$ cat src/hw/rtl/wrhp_pkg.sv
`timescale 1ns / 1ps
// ----------------------------------------------------------------------------
// wrhp_pkg
// Shared types and constants of the RIFF/WAVE header parser.
// ----------------------------------------------------------------------------
package wrhp_pkg;

  // Four-byte tags as gathered little-endian
  localparam logic [31:0] TagRiff = 32'h4646_4952;
  localparam logic [31:0] TagWave = 32'h4556_4157;
  localparam logic [31:0] TagFmt  = 32'h2074_6D66;
  localparam logic [31:0] TagData = 32'h6174_6164;

  localparam logic [31:0] FmtMin   = 32'd16;
  localparam logic [32:0] RiffBase = 33'd8;
  localparam logic [32:0] PosMax   = 33'h1_FFFF_FFFF;

  localparam int unsigned OutDataW = 128;

  typedef enum logic [1:0] {
    KIND_DESC = 2'd0,
    KIND_DATA = 2'd1,
    KIND_ERR  = 2'd2
  } kind_e;

  typedef enum logic [2:0] {
    ERR_NOT_RIFF   = 3'd0,
    ERR_HDR_TRUNC  = 3'd1,
    ERR_NOT_WAVE   = 3'd2,
    ERR_FMT_SMALL  = 3'd3,
    ERR_DATA_FIRST = 3'd4,
    ERR_NO_FMT     = 3'd5,
    ERR_NO_DATA    = 3'd6,
    ERR_DATA_TRUNC = 3'd7
  } err_e;

  typedef enum logic [10:0] {
    PH_RIFF      = 11'b000_0000_0001,
    PH_RSIZE     = 11'b000_0000_0010,
    PH_WAVE      = 11'b000_0000_0100,
    PH_CID       = 11'b000_0000_1000,
    PH_SZ_FMT    = 11'b000_0001_0000,
    PH_SZ_DATA   = 11'b000_0010_0000,
    PH_SZ_OTHER  = 11'b000_0100_0000,
    PH_FMT       = 11'b000_1000_0000,
    PH_FMT_EXTRA = 11'b001_0000_0000,
    PH_SKIP      = 11'b010_0000_0000,
    PH_DATA      = 11'b100_0000_0000
  } phase_e;

  typedef struct packed {
    kind_e       kind;
    logic [1:0]  format_code;
    logic [15:0] channel_count;
    logic [31:0] rate_hz;
    logic [15:0] bits_per_sample;
    logic [15:0] audio_format;
    logic [31:0] data_size;
    logic [7:0]  data_byte;
    err_e        error_code;
    logic        last;
  } res_t;

endpackage

$ cat src/hw/rtl/wrhp_core.sv
`timescale 1ns / 1ps
// ----------------------------------------------------------------------------
// wrhp_core
// Parser state and per-byte step logic; produces at most one result per item.
// ----------------------------------------------------------------------------
module wrhp_core import wrhp_pkg::*; (
  input  logic       clk_i,
  input  logic       rst_ni,
  input  logic       step_i,
  input  logic       action_i,
  input  logic [7:0] byte_i,
  output logic       res_valid_o,
  output res_t       res_o
);

  phase_e      phase_q, phase_d;
  logic [32:0] pos_q, pos_d;
  logic [32:0] riff_end_q, riff_end_d;
  logic [23:0] shift_q, shift_d;
  logic [1:0]  count_q, count_d;
  logic [3:0]  fmt_idx_q, fmt_idx_d;
  logic [31:0] rem_q, rem_d;
  logic [15:0] fmt_tag_q, fmt_tag_d;
  logic [15:0] fmt_ch_q, fmt_ch_d;
  logic [31:0] fmt_rate_q, fmt_rate_d;
  logic [15:0] fmt_bits_q, fmt_bits_d;
  logic        fmt_seen_q, fmt_seen_d;
  logic        finished_q, finished_d;

  logic        done;
  logic [31:0] word;
  logic [32:0] pos_inc;
  logic        at_end;
  logic [23:0] shift_gather;
  err_e        walk_err;

  assign done     = (count_q == 2'd3);
  assign word     = {byte_i, shift_q};
  assign pos_inc  = (pos_q == PosMax) ? pos_q : pos_q + 33'd1;
  assign at_end   = (pos_inc >= riff_end_q);
  assign walk_err = fmt_seen_q ? ERR_NO_DATA : ERR_NO_FMT;

  always_comb begin
    shift_gather = shift_q;
    case (count_q)
      2'd0:    shift_gather[7:0]   = byte_i;
      2'd1:    shift_gather[15:8]  = byte_i;
      2'd2:    shift_gather[23:16] = byte_i;
      default: shift_gather        = shift_q;
    endcase
  end

  always_comb begin
    phase_d     = phase_q;
    pos_d       = pos_q;
    riff_end_d  = riff_end_q;
    shift_d     = shift_q;
    count_d     = count_q;
    fmt_idx_d   = fmt_idx_q;
    rem_d       = rem_q;
    fmt_tag_d   = fmt_tag_q;
    fmt_ch_d    = fmt_ch_q;
    fmt_rate_d  = fmt_rate_q;
    fmt_bits_d  = fmt_bits_q;
    fmt_seen_d  = fmt_seen_q;
    finished_d  = finished_q;
    res_valid_o = 1'b0;
    res_o       = '0;

    if (step_i && action_i) begin
      // end of file: report unless already finished, then back to reset state
      if (!finished_q) begin
        res_valid_o  = 1'b1;
        res_o.kind   = KIND_ERR;
        res_o.last   = 1'b1;
        case (phase_q)
          PH_RIFF:  res_o.error_code = ERR_NOT_RIFF;
          PH_RSIZE: res_o.error_code = ERR_HDR_TRUNC;
          PH_WAVE:  res_o.error_code = ERR_NOT_WAVE;
          PH_DATA:  res_o.error_code = ERR_DATA_TRUNC;
          default:  res_o.error_code = walk_err;
        endcase
      end
      phase_d    = PH_RIFF;
      pos_d      = '0;
      count_d    = '0;
      fmt_seen_d = 1'b0;
      finished_d = 1'b0;
    end else if (step_i && !finished_q) begin
      pos_d   = pos_inc;
      shift_d = shift_gather;
      case (phase_q)
        PH_RIFF, PH_RSIZE, PH_WAVE, PH_CID, PH_SZ_FMT, PH_SZ_DATA, PH_SZ_OTHER:
          count_d = count_q + 2'd1;
        default: count_d = count_q;
      endcase

      case (phase_q)
        PH_RIFF: begin
          if (done) begin
            if (word != TagRiff) begin
              res_valid_o      = 1'b1;
              res_o.kind       = KIND_ERR;
              res_o.error_code = ERR_NOT_RIFF;
              res_o.last       = 1'b1;
              finished_d       = 1'b1;
            end else begin
              phase_d = PH_RSIZE;
            end
          end
        end
        PH_RSIZE: begin
          if (done) begin
            riff_end_d = RiffBase + {1'b0, word};
            phase_d    = PH_WAVE;
          end
        end
        PH_WAVE: begin
          if (done) begin
            if (word != TagWave) begin
              res_valid_o      = 1'b1;
              res_o.kind       = KIND_ERR;
              res_o.error_code = ERR_NOT_WAVE;
              res_o.last       = 1'b1;
              finished_d       = 1'b1;
            end else begin
              phase_d = PH_CID;
              if (at_end) begin
                res_valid_o      = 1'b1;
                res_o.kind       = KIND_ERR;
                res_o.error_code = walk_err;
                res_o.last       = 1'b1;
                finished_d       = 1'b1;
              end
            end
          end
        end
        PH_CID: begin
          if (done) begin
            if (word == TagFmt) begin
              phase_d = PH_SZ_FMT;
            end else if (word == TagData) begin
              phase_d = PH_SZ_DATA;
            end else begin
              phase_d = PH_SZ_OTHER;
            end
          end
        end
        PH_SZ_FMT: begin
          if (done) begin
            if (word < FmtMin) begin
              res_valid_o      = 1'b1;
              res_o.kind       = KIND_ERR;
              res_o.error_code = ERR_FMT_SMALL;
              res_o.last       = 1'b1;
              finished_d       = 1'b1;
            end else begin
              rem_d     = word - FmtMin;
              fmt_idx_d = '0;
              phase_d   = PH_FMT;
            end
          end
        end
        PH_FMT: begin
          case (fmt_idx_q)
            4'd0:    fmt_tag_d[7:0]    = byte_i;
            4'd1:    fmt_tag_d[15:8]   = byte_i;
            4'd2:    fmt_ch_d[7:0]     = byte_i;
            4'd3:    fmt_ch_d[15:8]    = byte_i;
            4'd4:    fmt_rate_d[7:0]   = byte_i;
            4'd5:    fmt_rate_d[15:8]  = byte_i;
            4'd6:    fmt_rate_d[23:16] = byte_i;
            4'd7:    fmt_rate_d[31:24] = byte_i;
            4'd14:   fmt_bits_d[7:0]   = byte_i;
            4'd15:   fmt_bits_d[15:8]  = byte_i;
            default: fmt_tag_d         = fmt_tag_q;
          endcase
          fmt_idx_d = fmt_idx_q + 4'd1;
          if (fmt_idx_q == 4'd15) begin
            fmt_seen_d = 1'b1;
            if (rem_q == '0) begin
              phase_d = PH_CID;
              count_d = '0;
              if (at_end) begin
                res_valid_o      = 1'b1;
                res_o.kind       = KIND_ERR;
                res_o.error_code = ERR_NO_DATA;
                res_o.last       = 1'b1;
                finished_d       = 1'b1;
              end
            end else begin
              phase_d = PH_FMT_EXTRA;
            end
          end
        end
        PH_FMT_EXTRA, PH_SKIP: begin
          if (rem_q != '0) begin
            rem_d = rem_q - 32'd1;
          end
          if (rem_q <= 32'd1) begin
            phase_d = PH_CID;
            count_d = '0;
            if (at_end) begin
              res_valid_o      = 1'b1;
              res_o.kind       = KIND_ERR;
              res_o.error_code = walk_err;
              res_o.last       = 1'b1;
              finished_d       = 1'b1;
            end
          end
        end
        PH_SZ_OTHER: begin
          if (done) begin
            rem_d = word;
            if (word == '0) begin
              phase_d = PH_CID;
              if (at_end) begin
                res_valid_o      = 1'b1;
                res_o.kind       = KIND_ERR;
                res_o.error_code = walk_err;
                res_o.last       = 1'b1;
                finished_d       = 1'b1;
              end
            end else begin
              phase_d = PH_SKIP;
            end
          end
        end
        PH_SZ_DATA: begin
          if (done) begin
            res_valid_o = 1'b1;
            if (!fmt_seen_q) begin
              res_o.kind       = KIND_ERR;
              res_o.error_code = ERR_DATA_FIRST;
              res_o.last       = 1'b1;
              finished_d       = 1'b1;
            end else begin
              res_o.kind            = KIND_DESC;
              res_o.format_code     = {fmt_ch_q != 16'd1, fmt_bits_q != 16'd8};
              res_o.channel_count   = fmt_ch_q;
              res_o.rate_hz         = fmt_rate_q;
              res_o.bits_per_sample = fmt_bits_q;
              res_o.audio_format    = fmt_tag_q;
              res_o.data_size       = word;
              rem_d                 = word;
              if (word == '0) begin
                res_o.last = 1'b1;
                finished_d = 1'b1;
              end else begin
                phase_d = PH_DATA;
              end
            end
          end
        end
        PH_DATA: begin
          res_valid_o     = 1'b1;
          res_o.kind      = KIND_DATA;
          res_o.data_byte = byte_i;
          if (rem_q != '0) begin
            rem_d = rem_q - 32'd1;
          end
          if (rem_q <= 32'd1) begin
            res_o.last = 1'b1;
            finished_d = 1'b1;
          end
        end
        default: phase_d = phase_q;
      endcase
    end
  end

  always_ff @(posedge clk_i or negedge rst_ni) begin
    if (!rst_ni) begin
      phase_q    <= PH_RIFF;
      pos_q      <= '0;
      count_q    <= '0;
      fmt_seen_q <= 1'b0;
      finished_q <= 1'b0;
    end else begin
      phase_q    <= phase_d;
      pos_q      <= pos_d;
      count_q    <= count_d;
      fmt_seen_q <= fmt_seen_d;
      finished_q <= finished_d;
    end
  end

  always_ff @(posedge clk_i) begin
    riff_end_q <= riff_end_d;
    shift_q    <= shift_d;
    fmt_idx_q  <= fmt_idx_d;
    rem_q      <= rem_d;
    fmt_tag_q  <= fmt_tag_d;
    fmt_ch_q   <= fmt_ch_d;
    fmt_rate_q <= fmt_rate_d;
    fmt_bits_q <= fmt_bits_d;
  end

`ifndef SYNTHESIS
  a_quiet_after_final: assert property (@(posedge clk_i) disable iff (!rst_ni)
    step_i && !action_i && finished_q |-> !res_valid_o)
    else $error("result after final item");
  a_err_is_last: assert property (@(posedge clk_i) disable iff (!rst_ni)
    res_valid_o && res_o.kind == KIND_ERR |-> res_o.last)
    else $error("error result not marked last");
  a_eof_resets: assert property (@(posedge clk_i) disable iff (!rst_ni)
    step_i && action_i |=> phase_q == PH_RIFF && !finished_q && !fmt_seen_q)
    else $error("end of file did not reset parser");
  a_desc_needs_fmt: assert property (@(posedge clk_i) disable iff (!rst_ni)
    res_valid_o && res_o.kind == KIND_DESC |-> fmt_seen_q && phase_q == PH_SZ_DATA)
    else $error("descriptor without fmt chunk");
`endif

endmodule

$ cat src/hw/rtl/wav_riff_header_parser_top.sv
`timescale 1ns / 1ps
// ----------------------------------------------------------------------------
// wav_riff_header_parser_top
// Byte-stream RIFF/WAVE header parser with a registered result stream.
// ----------------------------------------------------------------------------
// Input: one item per file byte on s_axis; tuser high marks end of file and
// returns the parser to its start state for the next file (tdata ignored).
// Output: zero or one item per input item on m_axis. tuser carries the kind
// (format descriptor, data byte, error); tlast marks the final item of a file.
// Latency: a result appears on m_axis the cycle after its input is accepted.
// Throughput: one byte per clock while results are taken; every step is one
// pass through the parser state update into the one-deep output register.
// Stall: s_axis_tready stays high while the output register is empty or
// being taken in the same cycle; a stalled result holds until taken.
// Reset: parser waits for the RIFF tag, output register is empty.
// ----------------------------------------------------------------------------
module wav_riff_header_parser_top import wrhp_pkg::*; (
  input  logic                clk_i,
  input  logic                rst_ni,
  input  logic                s_axis_tvalid_i,
  output logic                s_axis_tready_o,
  input  logic [7:0]          s_axis_tdata_i,   // in_byte
  input  logic                s_axis_tuser_i,   // action
  output logic                m_axis_tvalid_o,
  input  logic                m_axis_tready_i,
  // format_code, channel_count, rate_hz, bits_per_sample, audio_format,
  // data_size, data_byte, error_code, zero fill
  output logic [OutDataW-1:0] m_axis_tdata_o,
  output logic [1:0]          m_axis_tuser_o,   // kind
  output logic                m_axis_tlast_o
);

  logic accept;
  logic core_valid;
  res_t core_res;
  logic out_vld_q, out_vld_d;
  res_t out_q;

  assign s_axis_tready_o = !out_vld_q || m_axis_tready_i;
  assign accept          = s_axis_tvalid_i && s_axis_tready_o;

  wrhp_core u_core (
    .clk_i       (clk_i),
    .rst_ni      (rst_ni),
    .step_i      (accept),
    .action_i    (s_axis_tuser_i),
    .byte_i      (s_axis_tdata_i),
    .res_valid_o (core_valid),
    .res_o       (core_res)
  );

  always_comb begin
    out_vld_d = out_vld_q;
    if (accept) begin
      out_vld_d = core_valid;
    end else if (m_axis_tready_i) begin
      out_vld_d = 1'b0;
    end
  end

  always_ff @(posedge clk_i or negedge rst_ni) begin
    if (!rst_ni) begin
      out_vld_q <= 1'b0;
    end else begin
      out_vld_q <= out_vld_d;
    end
  end

  always_ff @(posedge clk_i) begin
    if (accept && core_valid) begin
      out_q <= core_res;
    end
  end

  assign m_axis_tvalid_o = out_vld_q;
  assign m_axis_tuser_o  = out_q.kind;
  assign m_axis_tlast_o  = out_q.last;
  assign m_axis_tdata_o  = {3'b000, out_q.error_code, out_q.data_byte, out_q.data_size,
                            out_q.audio_format, out_q.bits_per_sample, out_q.rate_hz,
                            out_q.channel_count, out_q.format_code};

endmodule
$ cat config.mk
export PLATFORM = sky130hd
export DESIGN_NAME = wav_riff_header_parser_top
export DESIGN_NICKNAME = d
export VERILOG_FILES = /design/src/hw/rtl/wrhp_pkg.sv /design/src/hw/rtl/wrhp_core.sv /design/src/hw/rtl/wav_riff_header_parser_top.sv
export SDC_FILE = /design/constraint.sdc
export NUM_CORES = 1
export LEC_CHECK = 0
export BUFFER_PORTS_ARGS = -buffer_cell sky130_fd_sc_hd__buf_2
export CORE_MARGIN = 2
export CORE_UTILIZATION = 65
export CTS_BUF_LIST = sky130_fd_sc_hd__clkbuf_4 sky130_fd_sc_hd__clkbuf_8
export CTS_CLUSTER_DIAMETER = 40
export DETAILED_ROUTE_END_ITERATION = 10
export PLACE_DENSITY = 0.83
export SYNTH_ARGS = -nofsm -noshare
export SYNTH_HDL_FRONTEND = slang
export SYNTH_SLANG_ARGS = --single-unit
$ cat constraint.sdc
create_clock -name clk_i -period 25.6 [get_ports clk_i]
set_clock_uncertainty 0.05 [all_clocks]
set_input_delay 0 -clock clk_i [delete_from_list [all_inputs] [get_ports clk_i]]
set_output_delay 0 -clock clk_i [all_outputs]
set_load 0.02 [all_outputs]
==> results.yml <==
run_status:
  status: "finished clean"
routing:
  num_vias: 12600
  drt-total-wl_um: 43200
  firstDrtPassIters: 7
  drcViolationCount: 0
  viasPerCell: 6.29
  drtAntennaViolNets: 0
  drt_first_iter_violations: 1632
  wl_per_cell_um: 21.6
finish:
  nets: 1682
  antenna_cells: 0
  instances_no_fill: 1999
  design_area_mm2: 0.0195
  fin_util_pct: 74.8
  layout-drive-gt1-share_pct: 15.9
  syn2layout_area_growth_pct: 13.0
clock_network:
  clockBufferDepth: 3
  ctsResizeCount: 0
  postCtsHoldBufs: 14
  cts_tree: "built"
  clock_sinks: 350
  clkTransAtPathRegs_ns: 0.06
  cts_setup_buffers: 0
  clk_latency_ns: 0.61
  cts-root-buf: "clkbuf_8"
  cts-buffers-inserted: 56
  h-tree-depth: 2
synthesis:
  synth.avg_cell_area_um2: 11.6
  synthArstFlopShare_pct: 14.0
  yosys.area.top_type: "edfxtp_1"
  yosysWarningCount: 0
  synthTopCellsByArea: "edfxtp_1, dfrtp_1, and2_1"
  synth_top_area_share_pct: 52.4
  syn_area_mm2: 0.0172
  synth_commonest_cells: "edfxtp_1, and2_1, nand2_1"
  synth_edf_count: 301
  ys_seq_area_share_pct: 59.5
  synthMostInstantiatedCell: "edfxtp_1"
  netlist-cell-type-count: 76
  syn_inst: 1482
  synth_ff_type: "edfxtp_1"
  ys_ff_latch: 350
global_route:
  antenna_found_initial: 0
  grt_pass1_wl_um: 66900
  grt.total_usage_pct: 30.7
  grt_max_degree: 115
  grt_pass1_vias: 12300
  gr-total-overflow: 0
floorplan:
  num_io_pins: 146
  die-area_mm2: 0.0279
  fp-row-count: 59
  die_w_um: 167
  start_util_pct: 66.2
  die_y_um: 167
  core_area_mm2: 0.0261
timing:
  drv_slew: 0
  fin_ws_ns: 18.98
  finalCriticalPeriod_ns: 6.62
  setup-violations-final: 0
  tns_ns: 0
  tightestPinTransition_ns: 1.10
  slew_headroom_pct: 26.9
  fmax_ghz: 0.151
  hold_violations: 0
  grt_setup_unrepaired: "false"
  post-route-period-util_pct: 25.9
critical_path:
  cp-end-kind: "flip-flop"
  arrival_ns: 6.80
  crit_path_max_fanout: 66
  startpoint_type: "flip-flop"
  critPathRequiredTime_ns: 25.78
  crit_type: "reg -> reg"
run:
  maxCapViolCount: 0
place:
  place_ws_ns: 19.20
  hpwl_um: 28900
  io_buffers: 142
  routabilityCongestion: 0.947
  dpl_cell_area_mm2: 0.0181
  dp_cells: 1882
power_and_ir_drop:
  ir_worst_vdd_mv: 0.0492
  p_leak_nw: 7.48
  p_per_area_mw_per_mm2: 63.3
worst_hold_path:
  hp-class: "in -> async"
[state kept, by name, summed over array words and instances (netlist names), 2 cells and up]
signal             cells
u_core.fmt_ch_q       16
u_core.fmt_bits_q     16
u_core.fmt_rate_q     32
u_core.fmt_tag_q      16
u_core.riff_end_q     33
u_core.count_q         2
u_core.shift_q        24
u_core.rem_q          32
u_core.fmt_idx_q       4
u_core.pos_q          33
m_axis_tuser_o         2
u_core.phase_q        11
m_axis_tdata_o       125
[cells in the final DEF, fill, tap and decap left out, types with 7 or more instances in the layout]
master,instances
mux2i_1,9
ha_1,50
nand2_1,99
dfrtp_1,48
and2_1,134
xor2_1,46
inv_1,59
nor3_1,34
buf_2,142
xnor2_1,72
a31oi_1,23
a21oi_1,46
a211oi_1,7
o21ai_0,64
and3_1,23
edfxtp_1,301
dlygate4sd3_1,14
buf_4,13
clkinv_1,17
clkbuf_4,16
nor4_1,37
nor2_1,80
clkbuf_8,58
or3_1,15
or4_1,13
nand3_1,51
and4_1,11
nand4_1,40
o31ai_1,24
[area by class of cell]
class                   instances  area (µm²)
inverters                      59         221
fillers                      1644        6580
well taps                     335         419
clock inverters                29         278
repair buffers                169         948
multi-input cells             983        6430
clock buffers                  74         918
flip-flops and latches        350       10300
[logic make-up after synthesis]
| logic type | Yosys count | share of synthesized area [%] |
|---|---|---|
| muxes | 10 | 0.588 |
| adders and majority gates | 50 | 3.63 |
| xor gates and xnor gates | 118 | 5.99 |
| DFF | 350 | 59.5 |
| buffers and inverters | 151 | 3.42 |
| AOI/OAI and AO/OA | 222 | 8.30 |
| and+or+nand+nor | 580 | 18.5 |
| other | 1 | 0.0217 |
[path summary, 6_finish.rpt]
check / start / to / slack, ns / depth (start not counted)
worst max-delay path: u_core.pos_q[3]$_DFFE_PN0N_ / m_axis_tdata_o[22]$_SDFFCE_PP0P_ / 18.98 / 15
worst min-delay path: rst_ni / u_core.pos_q[16]$_DFFE_PN0N_ / 0.004 / 3
worst max register to register: u_core.pos_q[3]$_DFFE_PN0N_ / m_axis_tdata_o[22]$_SDFFCE_PP0P_ / 18.98 / 15
worst min register to register: u_core.finished_q$_DFFE_PN0P_ / u_core.finished_q$_DFFE_PN0P_ / 0.46 / 2
max in group asynchronous: rst_ni / u_core.phase_q[1]$_DFFE_PN0P_ / 24.99 / 3
min in group clk_i: s_axis_tdata_i[7] / u_core.fmt_rate_q[15]$_DFFE_PP_ / 0.45 / 2
[worst max-delay path, stage by stage (launching register included)]
cell and delay (ns):
dfrtp_1 0.50, and4_1 0.37, nand4_1 0.19, or3_1 0.40, a211oi_1 0.75, nand2_1 0.20
xnor2_1 0.17, ha_1 0.30, nand4_1 0.14, nor4_1 0.61, o21ai_0 0.36, nand2_1 0.22
nand2_1 0.16, a41oi_4 0.23, buf_4 0.66, buf_4 0.79
[per-stage QoR]
step	power (mW)	hold slack, ns
after detailed placement	0.733	0.120
after global placement	0.729	0.104
after CTS	1.24	0.0178
final	1.23	0.00418
after global routing	1.27	0.0649
after floorplan	0.705	-0.346
[power breakdown]
part	switching (mW)	total, mW	internal (mW)
clock network	0.223	0.509	0.286
logic	0.0563	0.0786	0.0224
registers	0.0109	0.646	0.635
[metal layers]
| metal | vias to the layer above | share of wire (%) | GRT usage, % |
|---|---|---|---|
| li1 | 5720 | - | - |
| met1 | 6059 | 39 | 41.7 |
| met2 | 667 | 48 | 49.8 |
| met3 | 136 | 8.2 | 4.82 |
| met4 | 0 | 4.0 | 13.1 |
| met5 | - | 0 | 0 |
(Power assumes the default switching activity.)
